**config.mk**
```make
export PLATFORM = sky130hd
export DESIGN_NAME = sliding_window_framer_core
export DESIGN_NICKNAME = d
export VERILOG_FILES = /design/src/rtl/swf_pkg.sv /design/src/rtl/sliding_window_framer_core.sv /design/src/rtl/swf_ram.sv /design/src/rtl/swf_emit.sv /design/src/rtl/swf_ctrl.sv
export SDC_FILE = /design/constraint.sdc
export NUM_CORES = 2
export LEC_CHECK = 0
export BUFFER_PORTS_ARGS = -buffer_cell sky130_fd_sc_hd__buf_2
export CORE_MARGIN = 3
export CORE_UTILIZATION = 55
export CTS_CLUSTER_SIZE = 10
export DETAILED_ROUTE_END_ITERATION = 10
export MAX_ROUTING_LAYER = met4
export PLACE_DENSITY = 0.74
export SETUP_SLACK_MARGIN = 0.05
export SKIP_CTS_REPAIR_TIMING = 1
export SYNTH_ARGS = -nofsm -noshare
export SYNTH_HDL_FRONTEND = slang
export SYNTH_SLANG_ARGS = --single-unit
```
**constraint.sdc**
```tcl
create_clock -name clk -period 3.7 [get_ports clk]
set_input_delay 0.37 -clock clk [delete_from_list [all_inputs] [get_ports clk]]
set_output_delay 0.37 -clock clk [all_outputs]
set_load 0.03 [all_outputs]
```
**src/rtl/swf_pkg.sv**
```systemverilog
// Shared types and constants of the sliding window framer.
// No dependencies; imported by the core, swf_ctrl and swf_emit.
package swf_pkg;

	localparam int DATA_W      = 32;
	localparam int POS_W       = 6;
	localparam int CFG_IDX_W   = 2;
	localparam int CFG_DATA_W  = 16;
	localparam int WLEN_W      = 7;
	localparam int HOP_W       = 16;
	localparam int OUT_DEPTH   = 4;
	localparam int OUT_PTR_W   = 2;
	localparam int OUT_CNT_W   = 3;

	localparam logic [CFG_IDX_W-1:0] CFG_WINDOW_LEN = 2'd0;
	localparam logic [CFG_IDX_W-1:0] CFG_HOP        = 2'd1;

	localparam logic [WLEN_W-1:0] WLEN_RESET = 7'd64;
	localparam logic [HOP_W-1:0]  HOP_RESET  = 16'd1;

	// metadata travelling alongside a store read
	typedef struct packed {
		logic             vld;
		logic [POS_W-1:0] position;
		logic             last;
	} rd_meta_t;

endpackage

```
**src/rtl/sliding_window_framer_core.sv**
```systemverilog
// Sliding window framer: every accepted word is written into a circular
// store of WINDOW_MAX entries. A word that does not complete a publication
// leaves the framer ready for the next. When the window is full and hop new
// words have arrived, the window is read out oldest first, one store read
// per cycle while the output queue grants credit; no word is taken until
// the sweep ends. A four-word output queue lets results drain while the
// next word is taken. Depends on swf_pkg, swf_ctrl, swf_ram and swf_emit.
module sliding_window_framer_core import swf_pkg::*; #(
	parameter int WINDOW_MAX  = 64,
	parameter int SAMPLE_BITS = 32
) (
	input  logic                  clk,
	input  logic                  arst_n,
	input  logic                  cfg_valid,
	output logic                  cfg_ready,
	input  logic [CFG_IDX_W-1:0]  cfg_index,
	input  logic [CFG_DATA_W-1:0] cfg_data,
	input  logic                  in_valid,
	output logic                  in_ready,
	input  logic [DATA_W-1:0]     sample,
	output logic                  out_valid,
	input  logic                  out_ready,
	output logic [DATA_W-1:0]     sample_res,
	output logic [POS_W-1:0]      position,
	output logic                  last
);

	localparam int PTR_W = WINDOW_MAX > 1 ? $clog2(WINDOW_MAX) : 1;

	rd_meta_t               meta_s1;
	logic                   can_issue;
	logic                   ram_we, ram_re;
	logic [PTR_W-1:0]       ram_waddr, ram_raddr;
	logic [SAMPLE_BITS-1:0] ram_wdata, ram_rdata;

	swf_ctrl #(
		.WINDOW_MAX (WINDOW_MAX),
		.SAMPLE_BITS(SAMPLE_BITS)
	) u_ctrl (
		.clk      (clk),
		.arst_n   (arst_n),
		.cfg_valid(cfg_valid),
		.cfg_ready(cfg_ready),
		.cfg_index(cfg_index),
		.cfg_data (cfg_data),
		.in_valid (in_valid),
		.in_ready (in_ready),
		.sample   (sample),
		.can_issue(can_issue),
		.meta_s1  (meta_s1),
		.ram_we   (ram_we),
		.ram_waddr(ram_waddr),
		.ram_wdata(ram_wdata),
		.ram_re   (ram_re),
		.ram_raddr(ram_raddr)
	);

	swf_ram #(
		.WIDTH(SAMPLE_BITS),
		.DEPTH(WINDOW_MAX)
	) u_store (
		.clk  (clk),
		.we   (ram_we),
		.waddr(ram_waddr),
		.wdata(ram_wdata),
		.re   (ram_re),
		.raddr(ram_raddr),
		.rdata(ram_rdata)
	);

	swf_emit #(
		.SAMPLE_BITS(SAMPLE_BITS)
	) u_emit (
		.clk       (clk),
		.arst_n    (arst_n),
		.meta_s1   (meta_s1),
		.rdata     (ram_rdata),
		.can_issue (can_issue),
		.out_valid (out_valid),
		.out_ready (out_ready),
		.sample_res(sample_res),
		.position  (position),
		.last      (last)
	);

endmodule

```
**src/rtl/swf_ram.sv**
```systemverilog
// Generic simple dual-port RAM, one write and one registered read port.
// No dependencies.
module swf_ram #(
	parameter int WIDTH = 32,
	parameter int DEPTH = 64
) (
	input  logic                                   clk,
	input  logic                                   we,
	input  logic [(DEPTH > 1 ? $clog2(DEPTH) : 1)-1:0] waddr,
	input  logic [WIDTH-1:0]                       wdata,
	input  logic                                   re,
	input  logic [(DEPTH > 1 ? $clog2(DEPTH) : 1)-1:0] raddr,
	output logic [WIDTH-1:0]                       rdata
);

	logic [WIDTH-1:0] mem [DEPTH];

	always_ff @(posedge clk) begin
		if (we) begin
			mem[waddr] <= wdata;
		end
		if (re) begin
			rdata <= mem[raddr];
		end
	end

endmodule

```
**src/rtl/swf_emit.sv**
```systemverilog
// Output queue of the framer: takes store read data plus metadata, holds
// up to four words and grants read credit. Depends on swf_pkg.
module swf_emit import swf_pkg::*; #(
	parameter int SAMPLE_BITS = 32
) (
	input  logic                   clk,
	input  logic                   arst_n,
	input  rd_meta_t               meta_s1,
	input  logic [SAMPLE_BITS-1:0] rdata,
	output logic                   can_issue,
	output logic                   out_valid,
	input  logic                   out_ready,
	output logic [DATA_W-1:0]      sample_res,
	output logic [POS_W-1:0]       position,
	output logic                   last
);

	logic [DATA_W-1:0]    data_q [OUT_DEPTH];
	logic [POS_W-1:0]     pos_q  [OUT_DEPTH];
	logic                 last_q [OUT_DEPTH];
	logic [OUT_PTR_W-1:0] wr_ptr_q, rd_ptr_q;
	logic [OUT_CNT_W-1:0] cnt_q;
	logic                 push, pop;

	assign push      = meta_s1.vld;
	assign pop       = out_valid && out_ready;
	assign out_valid = (cnt_q != '0);
	assign can_issue = (cnt_q + OUT_CNT_W'(meta_s1.vld)) < OUT_CNT_W'(OUT_DEPTH);

	assign sample_res = data_q[rd_ptr_q];
	assign position   = pos_q[rd_ptr_q];
	assign last       = last_q[rd_ptr_q];

	always_ff @(posedge clk) begin
		if (push) begin
			data_q[wr_ptr_q] <= DATA_W'(rdata);
			pos_q[wr_ptr_q]  <= meta_s1.position;
			last_q[wr_ptr_q] <= meta_s1.last;
		end
	end

	always_ff @(posedge clk or negedge arst_n) begin
		if (!arst_n) begin
			wr_ptr_q <= '0;
			rd_ptr_q <= '0;
			cnt_q    <= '0;
		end else begin
			if (push) begin
				wr_ptr_q <= wr_ptr_q + OUT_PTR_W'(1);
			end
			if (pop) begin
				rd_ptr_q <= rd_ptr_q + OUT_PTR_W'(1);
			end
			cnt_q <= cnt_q + OUT_CNT_W'(push) - OUT_CNT_W'(pop);
		end
	end

endmodule

```
**src/rtl/swf_ctrl.sv**
```systemverilog
// Framer sequencer: config registers, write pointer, fill and step counters,
// and the read sweep over the window store. Depends on swf_pkg.
module swf_ctrl import swf_pkg::*; #(
	parameter int WINDOW_MAX  = 64,
	parameter int SAMPLE_BITS = 32
) (
	input  logic                    clk,
	input  logic                    arst_n,
	input  logic                    cfg_valid,
	output logic                    cfg_ready,
	input  logic [CFG_IDX_W-1:0]    cfg_index,
	input  logic [CFG_DATA_W-1:0]   cfg_data,
	input  logic                    in_valid,
	output logic                    in_ready,
	input  logic [DATA_W-1:0]       sample,
	input  logic                    can_issue,
	output rd_meta_t                meta_s1,
	output logic                    ram_we,
	output logic [(WINDOW_MAX > 1 ? $clog2(WINDOW_MAX) : 1)-1:0] ram_waddr,
	output logic [SAMPLE_BITS-1:0]  ram_wdata,
	output logic                    ram_re,
	output logic [(WINDOW_MAX > 1 ? $clog2(WINDOW_MAX) : 1)-1:0] ram_raddr
);

	localparam int PTR_W = WINDOW_MAX > 1 ? $clog2(WINDOW_MAX) : 1;
	localparam int LEN_W = $clog2(WINDOW_MAX + 1);
	localparam int SUM_W = LEN_W + 1;

	typedef enum logic [1:0] {
		ST_IDLE = 2'b01,
		ST_READ = 2'b10
	} state_t;

	state_t            state_q;
	logic [WLEN_W-1:0] wlen_q;
	logic [HOP_W-1:0]  hop_q;
	logic [PTR_W-1:0]  wptr_q, wptr_nx;
	logic [PTR_W-1:0]  rptr_q;
	logic [LEN_W-1:0]  fill_q, fill_nx;
	logic [LEN_W-1:0]  k_q;
	logic [LEN_W-1:0]  len_eff;
	logic [HOP_W-1:0]  step_q, step_nx;
	logic [SUM_W-1:0]  start_sum, start_adj;
	logic              accept, publish, issue, k_last;

	assign cfg_ready = 1'b1;
	assign in_ready  = (state_q == ST_IDLE);
	assign accept    = in_valid && in_ready;

	always_comb begin
		if (wlen_q == '0) begin
			len_eff = LEN_W'(1);
		end else if (wlen_q > WLEN_W'(WINDOW_MAX)) begin
			len_eff = LEN_W'(WINDOW_MAX);
		end else begin
			len_eff = LEN_W'(wlen_q);
		end
	end

	assign wptr_nx = (wptr_q == PTR_W'(WINDOW_MAX - 1)) ? '0 : wptr_q + PTR_W'(1);
	assign fill_nx = (fill_q < LEN_W'(WINDOW_MAX)) ? fill_q + LEN_W'(1) : fill_q;
	assign step_nx = (step_q != '1) ? step_q + HOP_W'(1) : step_q;
	assign publish = (fill_nx >= len_eff) && (step_nx >= hop_q);

	// oldest slot of the window, modulo the store depth
	assign start_sum = SUM_W'(wptr_nx) + SUM_W'(WINDOW_MAX) - SUM_W'(len_eff);
	assign start_adj = (start_sum >= SUM_W'(WINDOW_MAX)) ?
		start_sum - SUM_W'(WINDOW_MAX) : start_sum;

	assign issue  = (state_q == ST_READ) && can_issue;
	assign k_last = (k_q == len_eff - LEN_W'(1));

	assign ram_we    = accept;
	assign ram_waddr = wptr_q;
	assign ram_wdata = SAMPLE_BITS'(sample);
	assign ram_re    = issue;
	assign ram_raddr = rptr_q;

	always_ff @(posedge clk or negedge arst_n) begin
		if (!arst_n) begin
			wlen_q <= WLEN_RESET;
			hop_q  <= HOP_RESET;
		end else if (cfg_valid && cfg_ready) begin
			if (cfg_index == CFG_WINDOW_LEN) begin
				wlen_q <= cfg_data[WLEN_W-1:0];
			end else if (cfg_index == CFG_HOP) begin
				hop_q <= cfg_data[HOP_W-1:0];
			end
		end
	end

	always_ff @(posedge clk or negedge arst_n) begin
		if (!arst_n) begin
			state_q          <= ST_IDLE;
			wptr_q           <= '0;
			rptr_q           <= '0;
			fill_q           <= '0;
			step_q           <= '0;
			k_q              <= '0;
			meta_s1.vld      <= 1'b0;
			meta_s1.position <= '0;
			meta_s1.last     <= 1'b0;
		end else begin
			meta_s1.vld <= issue;
			if (issue) begin
				meta_s1.position <= POS_W'(k_q);
				meta_s1.last     <= k_last;
			end
			unique case (state_q)
				ST_IDLE: begin
					if (accept) begin
						wptr_q <= wptr_nx;
						fill_q <= fill_nx;
						if (publish) begin
							step_q  <= '0;
							rptr_q  <= PTR_W'(start_adj);
							k_q     <= '0;
							state_q <= ST_READ;
						end else begin
							step_q <= step_nx;
						end
					end
				end
				ST_READ: begin
					if (issue) begin
						k_q    <= k_q + LEN_W'(1);
						rptr_q <= (rptr_q == PTR_W'(WINDOW_MAX - 1)) ?
							'0 : rptr_q + PTR_W'(1);
						if (k_last) begin
							state_q <= ST_IDLE;
						end
					end
				end
				default: begin
					state_q <= ST_IDLE;
				end
			endcase
		end
	end

endmodule
```
==> Word level (Yosys, flattened, before mapping) <==
Memories as Yosys holds them, arrays and structs flattened. A register that Yosys moved wholly into a read port is not among the register bits.
Cells that the tools add are included.
{ "op_classes": {"addsub": 13, "magnitude_cmp": 6, "eq_ne": 11, "n_mux": 25, "bitwise_logic": 1, "n_reduce_logical": 13} }
{ "op_table": {"columns": ["operator", "n"], "rows": [
  ["$mux W7", 6],
  ["$mux W6", 6],
  ["$mux W16", 2],
  ["$add A16 B1 Y16 const B", 1],
  ["$ge A16 B16 Y1", 1],
  ["$ne A16 B16 Y1 const B", 1],
  ["$add A7 B1 Y7 const B", 2],
  ["$pmux W7 S2", 1],
  ["$add A6 B1 Y6 const B", 2],
  ["$eq A6 B6 Y1 const B", 2],
  ["$pmux W6 S2", 1],
  ["$add A6 B7 Y8 const B", 1],
  ["$ge A8 B7 Y1 const B", 1],
  ["$mux W2", 4],
  ["$reduce_and A4 Y1", 2],
  ["$sub A8 B7 Y8", 1],
  ["$eq A7 B7 Y1", 1],
  ["$ge A7 B7 Y1", 1],
  ["$gt A7 B7 Y1 const B", 1],
  ["$logic_not A7 Y1", 1],
  ["$lt A7 B7 Y1 const B", 1],
  ["$sub A7 B1 Y7 const B", 1],
  ["$sub A6 B1 Y6 const B", 1],
  ["$add A2 B1 Y2 const B", 2],
  ["16 further kinds", 26]
]} }
{ "word_totals": {"ff_bits": 82, "mem_bits_rw": 2204, "out_inout_bits": 42, "mem_count": 4} }
{ "mem_list": {"columns": ["memory", "depth", "word_bits", "read_ports", "rd_ports_with_merged_regs", "write_ports", "line", "source"], "rows": [
  ["u_store.mem", 64, 32, 1, 1, 1, "swf_ram.sv:16", "logic [WIDTH-1:0] mem [DEPTH];"],
  ["u_emit.data_q", 4, 32, 1, 0, 1, "swf_emit.sv:18", "logic [DATA_W-1:0] data_q [OUT_DEPTH];"],
  ["u_emit.pos_q", 4, 6, 1, 0, 1, "swf_emit.sv:19", "logic [POS_W-1:0] pos_q [OUT_DEPTH];"],
  ["u_emit.last_q", 4, 1, 1, 0, 1, "swf_emit.sv:20", "logic last_q [OUT_DEPTH];"]
]} }

==> Depth between registers and ports, before layout <==
{ "depth": {"ltp_word": 9, "ltp_mapped": 15} }

==> Cells and area by module <==
A second synthesis with hierarchy kept.
{ "hier_totals": {"cells_unflattened": 4107, "hier_area_um2": 89822.4} }
{ "modules_own_cells": {"columns": ["module", "n_inst", "cells_per_inst", "area_per_inst_um2", "seq_area_each_um2"], "rows": [
  ["swf_ram", 1, 3324, 78835.6, 62459.9],
  ["swf_emit", 1, 239, 6077.1, 4859.7],
  ["swf_ctrl", 1, 544, 4909.7, 1880.6]
]} }

==> Least setup slack after synthesis <==
No wires, ideal clock.
{ "synth_path": {"kind": "register to register", "start": "reg u_ctrl.state_q[0]", "end": "mem u_store.mem[14][0] (enable)", "setup_time_ns": 0.421, "t_arrival_ns": 3.224, "path_slack_ns": 0.055, "path_stages_with_launch": 6, "path_buffers": 1, "cell_sequence": "dfstp_2 -> nor2b_1 -> and2_1 -> clkbuf_1 -> nand4b_1 -> nor2_1"} }
{ "synth_between": {"elab_chain_len": 4} }
{ "synth_rtl": {"columns": ["element", "line", "source"], "rows": [
  ["from (decl)", "swf_ctrl.sv:34", "state_t state_q;"],
  ["from (signal assigned)", "swf_ctrl.sv:94", "state_q <= ST_IDLE;"],
  ["from (signal assigned)", "swf_ctrl.sv:118", "state_q <= ST_READ;"],
  ["from (signal assigned)", "swf_ctrl.sv:130", "state_q <= ST_IDLE;"],
  ["$eq A2 B1 Y1", "swf_ctrl.sv:47", "assign in_ready = (state_q == ST_IDLE);"],
  ["net in_ready", "sliding_window_framer_core.sv:19", "output logic in_ready,"],
  ["$logic_and A1 B1 Y1", "swf_ctrl.sv:48", "assign accept = in_valid && in_ready;"],
  ["$mux W1", "swf_ram.sv:19", "if (we) begin"],
  ["$mux W1 (implied by the code)", "swf_ram.sv:20", "mem[waddr] <= wdata;"],
  ["to (decl)", "swf_ram.sv:16", null]
]} }
The timed path passes the listed nets, and every way through them passes these cells.

==> Worst setup path after layout <==
{ "layout_path": {"start": "reg u_ctrl.step_q[1]", "end": "reg u_ctrl.rptr_q[1] (netlist: u_ctrl.ram_raddr[1])"} }
{ "layout_between": {"elab_chain_len": 6, "elab_cells_between_ends": 7, "cone_classes": "add/sub (1); order compare (1); eq/ne (2); mux (1); reduce/logical (2)"} }
{ "layout_rtl": {"columns": ["element", "line", "source"], "rows": [
  ["from (decl)", "swf_ctrl.sv:42", "logic [HOP_W-1:0] step_q, step_nx;"],
  ["from (signal assigned)", "swf_ctrl.sv:120", "step_q <= step_nx;"],
  ["$add A16 B1 Y16 / $ne A16 B16 Y1 (equally long branches)", "swf_ctrl.sv:62", "assign step_nx = (step_q != '1) ? step_q + HOP_W'(1) : step_q;"],
  ["$mux W16 (*)", "swf_ctrl.sv:62", null],
  ["$ge A16 B16 Y1 (*)", "swf_ctrl.sv:63", "assign publish = (fill_nx >= len_eff) && (step_nx >= hop_q);"],
  ["$logic_and A1 B1 Y1 (*)", "swf_ctrl.sv:63", null],
  ["$ne A2 B2 Y1 (no line) (*)", null, null],
  ["$reduce_and A4 Y1 (no line) (*)", null, null],
  ["to (signal assigned)", "swf_ctrl.sv:116", "rptr_q <= PTR_W'(start_adj);"],
  ["to (signal assigned)", "swf_ctrl.sv:127", "rptr_q <= (rptr_q == PTR_W'(WINDOW_MAX - 1)) ?"],
  ["to (decl)", "swf_ctrl.sv:38", "logic [PTR_W-1:0] rptr_q;"]
]} }
Mark *: on every way between the ends. The rest lies on a longest branch, timed or not.
A chain may end at the register's enable or synchronous reset.

==> impl_metrics.py <==
metrics = {
    "status": {
        "status": "finished, final reports clean",
    },
    "synth": {
        "yosysTopAreaCell": "edfxtp_1",
        "ys.flop_type": "edfxtp_1",
        "synth_edf_count": 2236,
        "synth-seq-cells": 2318,
        "synthesis.nets": 3942,
        "ys_warn_count": 0,
        "syn_area_um2": 89400,
        "syn_avg_cell_area_um2": 23.3,
        "yosys-top-cells-area": "edfxtp_1 (75%), mux4_2 (17%), dfrtp_1 (2.2%), ha_1 (0.59%), nand2_1 (0.47%)",
        "async_flop_share_pct": 3.54,
        "synth.top_cell.area_share_pct": 75.1,
        "ys_seq_area_share_pct": 77.4,
        "synthCells": 3844,
        "synthDistinctLibCells": 63,
    },
    "setup_path": {
        "end_kind": "register",
        "crit_path_start_kind": "register",
        "critPathMaxFanout": 6,
        "arrival_ns": 4.15,
        "critPathKind": "reg2reg",
        "required_ns": 4.43,
    },
    "routing": {
        "drt_drc_violations_left": 0,
        "vias": 43600,
        "firstDrtPassIters": 7,
        "avgRoutedWirePerCell_um": 34.0,
        "vias_per_cell": 6.72,
        "drtIter0Drc": 6113,
        "wirelength_um": 221000,
        "ant_nets": 0,
    },
    "clocking": {
        "cts_buffers": 283,
        "numClockSinks": 2318,
        "htreeDepth": 5,
        "cts_tree": "built",
        "cts_buffer_depth": 4,
        "cts.clk_slew.worst_paths_ns": 0.05,
        "cts-root-buf": "clkbuf_16",
        "clkLatencyLatePin_ns": 0.91,
    },
    "final_layout": {
        "area_growth_pct": 14.4,
        "fin_nets": 4379,
        "drive_gt1_share_pct": 32.9,
        "nFillCells": 10300,
        "final_util_pct": 63.5,
    },
    "grt": {
        "grt_pass1_wl_um": 320000,
        "antenna_found_initial": 15,
        "grt_usage_pct": 27.6,
        "grt_overflow": 0,
        "grt_max_degree": 72,
        "grt_pass1_vias": 44700,
    },
    "floorplan": {
        "rows": 147,
        "io_pins": 97,
        "die_h_um": 409,
        "die_area_um2": 167000,
        "initial_core_util_pct": 55.5,
        "die-width_um": 409,
        "core_region_area_um2": 161000,
    },
    "sta": {
        "fin_skew_ns": 0.0674,
        "setup_violations": 0,
        "slew_headroom_pct": 14.4,
        "fin_tns_setup_ns": 0,
        "fin_hold_ws_ns": 0.00576,
        "tightest_slew_ns": 1.28,
        "min_period_ns": 3.42,
        "slew_viol_final": 0,
        "timing.fmax_ghz": 0.293,
        "hold_viol": 0,
        "rsz0062_at_grt": "no",
        "finalCritPeriodShare_pct": 92.4,
    },
    "flow_run": {
        "drv_cap": 0,
    },
    "placed_design": {
        "place.port_buffers": 95,
        "gp_congestion": 0.890,
        "dp_hpwl_um": 116000,
    },
    "worst_hold_path": {
        "hp-class": "in2reg",
    },
    "power": {
        "p_per_area_nw_per_um2": 714,
        "totalPowerFinal_uw": 73100,
        "p_leak_uw": 0.0318,
        "irDropWorstVdd_uv": 915,
    },
}
## cell usage in the layout, fill, tap and decap left out, types with 6 or more instances in the layout
master	netlist	layout
inv_1	33	33
buf_2	45	94
o21ai_0	28	25
ha_1	42	42
nor2_4	0	64
buf_12	0	51
xnor2_1	21	21
o22ai_1	18	18
a211oi_1	6	6
or3_1	10	10
o21a_1	7	7
nor3_1	9	9
a31oi_1	7	7
mux2i_1	6	6
diode_2	0	10
dlygate4sd3_1	0	21
mux4_2	679	679
nor2b_1	9	8
buf_4	14	175
nand3_1	23	23
nor2_1	111	45
edfxtp_1	2236	2236
a22oi_1	50	50
mux2_2	29	29
a21oi_1	27	27
xor2_1	21	21
nand2b_1	11	11
o211ai_1	6	6
nand2_1	111	111
nand3b_1	6	6
clkbuf_16	0	289
dfrtp_1	79	72
clkbuf_1	90	24
## where the power goes
part,internal [µW],total (µW),switching [µW]
Sequential,29900,30600,710
Clock,13900,23400,9500
Combinational,8740,19100,10300
Total,52500,73100,20500
## flip-flops by register name, indices dropped and copies added (netlist names), 7 cells and up
| signal | flops |
|---|---|
| u_emit.data_q | 128 |
| u_ctrl.meta_s1 | 8 |
| u_ctrl.k_q | 7 |
| u_store.rdata | 32 |
| u_ctrl.wlen_q | 7 |
| u_ctrl.step_q | 16 |
| u_store.mem | 2048 |
| u_ctrl.hop_q | 16 |
| u_ctrl.fill_q | 7 |
| u_emit.pos_q | 24 |
## cell families (layout without fill, tap and decap cells)
family          count (synthesis)  in the layout  share of synthesized area (%)
flops                        2318           2318                           77.4
mux                           714            714                           17.5
simple gates                  330            330                           1.70
buf+inv                       224            700                           1.10
compound gates                172            172                           1.27
fa+ha+maj                      43             43                          0.610
xor+xnor                       42             42                          0.411
other cells                     1             11                        0.00419
## critical path, stage by stage, from the launching register on
cell and delay, ns:
dfrtp_2 0.41, ha_1 0.20, nand2_1 0.13, or4_4 0.58
o21ai_2 0.22, nor2_1 0.08, xor2_1 0.15, ha_1 0.28
o211ai_1 0.08, o21ai_0 0.21, nand3_1 0.15, o21a_1 0.22
o21ai_2 0.23, mux2_2 0.36
## metal layers
metal | up-vias | global-route usage [%] | routed length [µm]
li1 | 17100 | - | -
met2 | 2898 | 42.1 | 108000
met1 | 23200 | 37.0 | 80800
met5 | - | - | 0
met3 | 476 | 6.46 | 24100
met4 | 0 | 9.71 | 8220
## cells in the mapped netlist (all sizes together) (11+ instances only)
cell type  instances
nand2            111
xnor2             21
clkbuf            90
inv               34
o21ai             33
a21oi             27
a22oi             50
edfxtp          2236
xor2              21
ha                42
mux2              29
o22ai             18
mux4             679
dfrtp             79
nand3             23
nor2             111
nand2b            11
buf               99
## stage by stage
step	worst slack, ns	area, µm²	std cells
after floorplan	0.0550	89400	3844
after global placement	0.229	94600	6135
after detailed placement	0.129	94600	6135
after CTS	0.114	102000	6459
after global routing	0.0608	102000	6487
final	0.282	102000	6490
## path summary, 6_finish.rpt
kind,startpoint,end,slack (ns),depth (start not counted)
setup / recovery,u_ctrl.step_q[1],u_ctrl.ram_raddr[1],0.28,13
max in group asynchronous,arst_n,u_ctrl.hop_q[0],2.66,3
min in group asynchronous,arst_n,u_ctrl.hop_q[9],0.14,2
setup reg to reg,u_ctrl.step_q[1],u_ctrl.ram_raddr[1],0.28,13
hold / removal,sample[0],u_store.mem[10][0],0.006,1
hold reg to reg,u_store.rdata[20],u_emit.data_q[1][20],0.51,0
## layout make-up
cell class / instances / area, µm² / share of cell area, %
inverters: 35 / 131 / 0.128
diodes: 10 / 25.0 / 0.0245
clock buffers: 314 / 7340 / 7.17
multi-input cells: 1302 / 19800 / 19.3
repair buffers: 341 / 3020 / 2.95
flip-flops and latches: 2318 / 69200 / 67.7
clock inverters: 10 / 109 / 0.106
well taps: 2160 / 2700 / 2.64
Power figures use the tool's default switching activity.
